### src/hw/rtl/baro_temp_pressure_compensation_core_assert.svh
// Assertion macros for the compensation core.
// Depends on clk and rst_n being visible at the point of use.
`ifndef BARO_TEMP_PRESSURE_COMPENSATION_CORE_ASSERT_SVH
`define BARO_TEMP_PRESSURE_COMPENSATION_CORE_ASSERT_SVH

// Same-cycle implication, checked out of reset
`define BTPC_ASSERT_IMP(lbl, ante, cons, msg) \
  lbl: assert property (@(posedge clk) disable iff (!rst_n) (ante) |-> (cons)) \
    else $error(msg);

// Next-cycle implication, checked out of reset
`define BTPC_ASSERT_NXT(lbl, ante, cons, msg) \
  lbl: assert property (@(posedge clk) disable iff (!rst_n) (ante) |=> (cons)) \
    else $error(msg);

`endif

### src/hw/rtl/btpc_pkg.sv
// Shared types and constants for the barometric compensation core.
// No dependencies.
package btpc_pkg;

  // Register indexes of the configuration port
  localparam logic [2:0] CFG_CAL_TEMP    = 3'd0;
  localparam logic [2:0] CFG_CAL_PRESS_A = 3'd1;
  localparam logic [2:0] CFG_CAL_PRESS_B = 3'd2;
  localparam logic [2:0] CFG_CAL_PRESS_C = 3'd3;
  localparam logic [2:0] CFG_CAL_PRESS_D = 3'd4;
  localparam logic [2:0] CFG_CAL_PRESS_E = 3'd5;

  // Arithmetic constants of the compensation
  localparam logic signed [32:0] FINE_OFFSET = 33'sd128000;
  localparam logic signed [31:0] TEMP_ROUND  = 32'sd128;
  localparam logic [11:0]        PRESS_SCALE = 12'd3125;
  localparam logic [63:0]        X_BIAS      = 64'h0000_8000_0000_0000;

  // Divider geometry: one quotient bit per cell
  localparam int DIV_STEPS = 64;
  localparam int DIV_W     = 31;

  typedef struct packed {
    logic [19:0] raw_temp;
    logic [19:0] raw_press;
  } in_t;

  typedef struct packed {
    logic signed [31:0] temp_centideg;
    logic signed [31:0] fine_temp;
    logic [31:0]        press_q24_8;
    logic               press_invalid;
  } out_t;

  typedef struct packed {
    logic [15:0]        t1;
    logic signed [15:0] t2;
    logic signed [15:0] t3;
    logic [15:0]        p1;
    logic signed [15:0] p2;
    logic signed [15:0] p3;
    logic signed [15:0] p4;
    logic signed [15:0] p5;
    logic signed [15:0] p6;
    logic signed [15:0] p7;
    logic signed [15:0] p8;
    logic signed [15:0] p9;
  } cal_t;

  // Results that ride alongside the pressure path
  typedef struct packed {
    logic [31:0] temp;
    logic [31:0] fine;
    logic        invalid;
  } side_t;

  // State handed from one divider cell to the next
  typedef struct packed {
    logic [DIV_W-1:0] rem;
    logic [63:0]      num;
    logic [DIV_W-1:0] md;
    logic             neg;
    side_t            side;
  } div_t;

endpackage

### src/hw/rtl/btpc_div_cell.sv
// One restoring-division cell: produces one quotient bit per request.
// Depends on btpc_pkg.
module btpc_div_cell (
  input  logic           clk,
  input  logic           rst_n,
  input  logic           en,
  input  logic           in_vld,
  input  btpc_pkg::div_t in_d,
  output logic           out_vld,
  output btpc_pkg::div_t out_d
);
  import btpc_pkg::*;

  logic             vld_r;
  div_t             d_r;
  logic [DIV_W:0]   trial_c;
  logic [DIV_W:0]   diff_c;
  logic             ge_c;
  div_t             d_nxt;

  // Shift in the next numerator bit, compare and subtract
  always_comb begin
    trial_c    = {in_d.rem, in_d.num[63]};
    diff_c     = trial_c - {1'b0, in_d.md};
    ge_c       = (trial_c >= {1'b0, in_d.md});
    d_nxt      = in_d;
    d_nxt.rem  = ge_c ? diff_c[DIV_W-1:0] : trial_c[DIV_W-1:0];
    d_nxt.num  = {in_d.num[62:0], ge_c};
  end

  always_ff @(posedge clk) begin
    if (!rst_n) begin
      vld_r <= 1'b0;
    end else if (en) begin
      vld_r <= in_vld;
    end
  end

  always_ff @(posedge clk) begin
    if (en) begin
      d_r <= d_nxt;
    end
  end

  assign out_vld = vld_r;
  assign out_d   = d_r;

endmodule

### config.mk
export PLATFORM = sky130hd
export DESIGN_NAME = btpc_div_cell
export DESIGN_NICKNAME = d
export VERILOG_FILES = /design/src/hw/rtl/baro_temp_pressure_compensation_core_assert.svh /design/src/hw/rtl/btpc_pkg.sv /design/src/hw/rtl/btpc_div_cell.sv
export SDC_FILE = /design/constraint.sdc
export NUM_CORES = 1
export LEC_CHECK = 0
export ABC_AREA = 1
export BUFFER_PORTS_ARGS = -buffer_cell sky130_fd_sc_hd__buf_2
export CORE_AREA = 2 2 152 154
export DETAILED_ROUTE_END_ITERATION = 10
export DIE_AREA = 0 0 154 156
export GPL_ROUTABILITY_DRIVEN = 0
export PLACE_DENSITY = 0.7
export SYNTH_ARGS = -nofsm -noshare
export SYNTH_HDL_FRONTEND = slang
export SYNTH_SLANG_ARGS = --single-unit
export TNS_END_PERCENT = 5
### constraint.sdc
create_clock -name clk -period 2.25 [get_ports clk]
set_input_delay 0.3375 -clock clk [delete_from_list [all_inputs] [get_ports clk]]
set_output_delay 0.3375 -clock clk [all_outputs]
set_load 0.01 [all_outputs]
==> metrics.yaml <==
grt:
  antenna_found_initial: 11
  overflow: 0
  grt_pass1_wl_um: 41100
  grt_pass1_vias: 7130
  grtUsageTotal_pct: 23.1
  grt_max_degree: 56
placement:
  post-place-ws_ns: -0.0696
  dp_cells: 1519
  place_hpwl_um: 22900
  io_buffers: 388
  placed_area_um2: 11400
synthesis:
  synth_nets: 1049
  ys_ff_latch: 193
  ys_warn_count: 0
  synth.distinct_cells: 34
  syn_avg_cell_area_um2: 10.8
  syn-instance-count: 821
  netlist_area_um2: 8880
  yosysSeqAreaShare_pct: 65.2
run_status:
  status: "finished clean"
critical_path:
  reg2reg_from: "out_vld$_SDFFE_PN0P_"
  crit_fanout: 3
  r2r_cells: 2
  regToRegSetupSlack_ns: 1.62
  cp-start-kind: "input port"
  cp.required_ns: 2.45
  crit_type: "in2reg"
  crit_top_cell: "nand2_1"
  cp_slowest_cell: "ha_1"
  rr_endpoint: "out_vld$_SDFFE_PN0P_"
  arrival_ns: 2.05
  endpoint_kind: "flop"
  max_stage_delay_ns: 0.33
  cp_cell_sequence: "buf_2 -> inv_1 -> ha_1 -> buf_4 -> nand2_1 -> nor2_1 -> and3_1 -> nand2_1 -> nand2_1 -> nand2_1 -> nand2_1 -> nand2_1 -> nand3_1 -> nand2_1"
sta:
  timing.fmax_mhz: 538
  finalSetupViolations: 0
  finalMaxSlewViolations: 0
  worstMarginPinSlew_ns: 0.470
  worst_clock_skew_ns: 0
  hold_violations: 0
  fin_crit_sh_pct: 82.6
  worst_slack_ns: 0.392
  fin_crit_ns: 1.86
  slew_headroom_pct: 68.7
  rsz0062_at_grt: "no"
final_layout:
  layout.nets: 1481
  layout-drive-gt1-share_pct: 38.5
  nFillCells: 1948
  multi_input_area_um2: 2450
  final_cells: 1555
  layout_common_cells: "387 x buf_2, 253 x nand2_1, 192 x edfxtp_1"
  final-seq-area_um2: 5790
  final_area_um2: 12100
  final_common_cell: "buf_2"
  area_growth_pct: 35.8
clock_network:
  cts.clk_slew.worst_paths_ns: 0.08
  post_cts_buffers: 0
  clk_path_buf_depth: 2
  root_buffer: "clkbuf_16"
  cts_resized: 0
  cts_htree_levels: 4
  numCtsBuffers: 17
  clock_latency_ns: 0.45
  cts_sinks: 193
  cts_tree: "yes"
  cts_hold_buf: 0
routing:
  dr.first_iter.drc_count: 540
  drt_wl_total_um: 28500
  avgRoutedWirePerCell_um: 18.4
  wl_met1_um: 11400
  wl_met2_um: 14000
  ant_nets: 0
  routed.top_layer: "met5"
  drc: 0
  dr.pass1.iters: 7
  viasPerCell: 4.74
  vias: 7378
  wl_met3_um: 2230
pwr:
  p_seq_share_pct: 48.1
  power_frac_comb_pct: 18.4
  p_per_area_nw_per_um2: 762
  peakVddDrop_v: 0.000391
  p_sw_mw: 2.67
  cell_internal_pwr_mw: 6.52
  finalPower_mw: 9.19
  p_sw_share_pct: 29.1
  leakage_nw: 6.00
  p_clk_share_pct: 33.5
floorplanning:
  dieArea_um2: 24000
  pin_count: 389
  initial_core_util_pct: 39.7
  core_um2: 22400
  rows: 55
  die_width_um: 154
  dieHeight_um: 156
flow_run:
  drv_cap: 0
hold_path:
  holdCritStartpoint: "in_d[137]"
  hold_path_class: "in2reg"
  hold-path-endpoint: "out_d[138]$_DFFE_PP_"
  hold_depth: 1
Yosys cell counts (all sizes together):
master | count | share of area, %
nand2 | 262 | 11
edfxtp | 192 | 65
inv | 149 | 6.3
nand3 | 78 | 5.1
nor2 | 42 | 2.2
ha | 31 | 4.4
a21oi | 18 | 1.1
xor2 | 13 | 1.3
buf | 9 | 1.0
nand4 | 7 | 0.49
o21ai | 4 | 0.23
o21bai | 3 | 0.25
and2 | 2 | 0.17
nand3b | 2 | 0.17
nor3 | 2 | 0.23
or2 | 2 | 0.14
and3 | 1 | 0.070
dfxtp | 1 | 0.23
fa | 1 | 0.23
o21a | 1 | 0.085
xnor2 | 1 | 0.099
flip-flops by register name, summed over array words and instances, names as in the netlist:
name,count
out_d,192
out_vld,1
stage by stage:
step	hold slack (ns)	utilization [%]	TNS, ns
after floorplan	0.431	-	0
after global placement	0.515	51.2	-0.0227
after detailed placement	0.516	51.2	-0.915
after CTS	0.0497	53.9	0
after global routing	0.0453	53.9	0
final	0.0586	53.9	0
worst max-delay path, delay by kind of cell:
family / cells / cell delay [ns]
fa+ha+maj: 1 / 0.33
simple gates: 10 / 1.13
buf+inv: 3 / 0.27
layer usage:
layer	up-vias	track usage, %
met5	-	0
met3	49	6.28
li1	3564	-
met4	6	8.90
met2	313	39.5
met1	3446	28.0
how the worst max path moves through the flow:
| stage | slack (ns) | to | startpoint |
|---|---|---|---|
| finish | 0.39 | out_d[190]$_DFFE_PP_ | in_d[77] |
| global placement | -0.02 | out_d[190]$_DFFE_PP_ | in_d[77] |
| global route | 0.24 | out_d[185]$_DFFE_PP_ | in_d[160] |
| CTS | 0.40 | out_d[183]$_DFFE_PP_ | in_d[81] |
| detailed placement | -0.07 | out_d[162]$_DFFE_PP_ | in_d[66] |
| floorplan | 0.12 | out_d[186]$_DFFE_PP_ | in_d[160] |
power by group through the flow:
stage	Combinational (mW)	Clock, mW	Sequential, mW
final	1.69	3.08	4.42
after global routing	1.85	3.28	4.45
after CTS	1.70	3.15	4.42
after detailed placement	1.69	0	4.50
after global placement	1.67	0	4.50
after floorplan	0.631	0	4.68
cell families after synthesis:
group | Yosys count | synth area share, %
flip-flops | 193 | 65.2
buffers and inverters | 158 | 7.30
AO/OA/AOI/OAI | 26 | 1.62
XOR/XNOR | 14 | 1.38
AND/OR/NAND/NOR | 398 | 20.0
adder cells (fa/ha/maj) | 32 | 4.59
final cells by class:
| class | count | area share (%) |
|---|---|---|
| clock inverters | 14 | 1.51 |
| clock buffers | 18 | 3.56 |
| multi-input cells | 470 | 20.3 |
| well taps | 285 | 2.96 |
| repair buffers | 422 | 19.0 |
| inverters | 149 | 4.64 |
| flip-flops and latches | 193 | 48.0 |
| diodes | 4 | 0.0830 |
No activity file was read; power rests on OpenSTA's default activity.
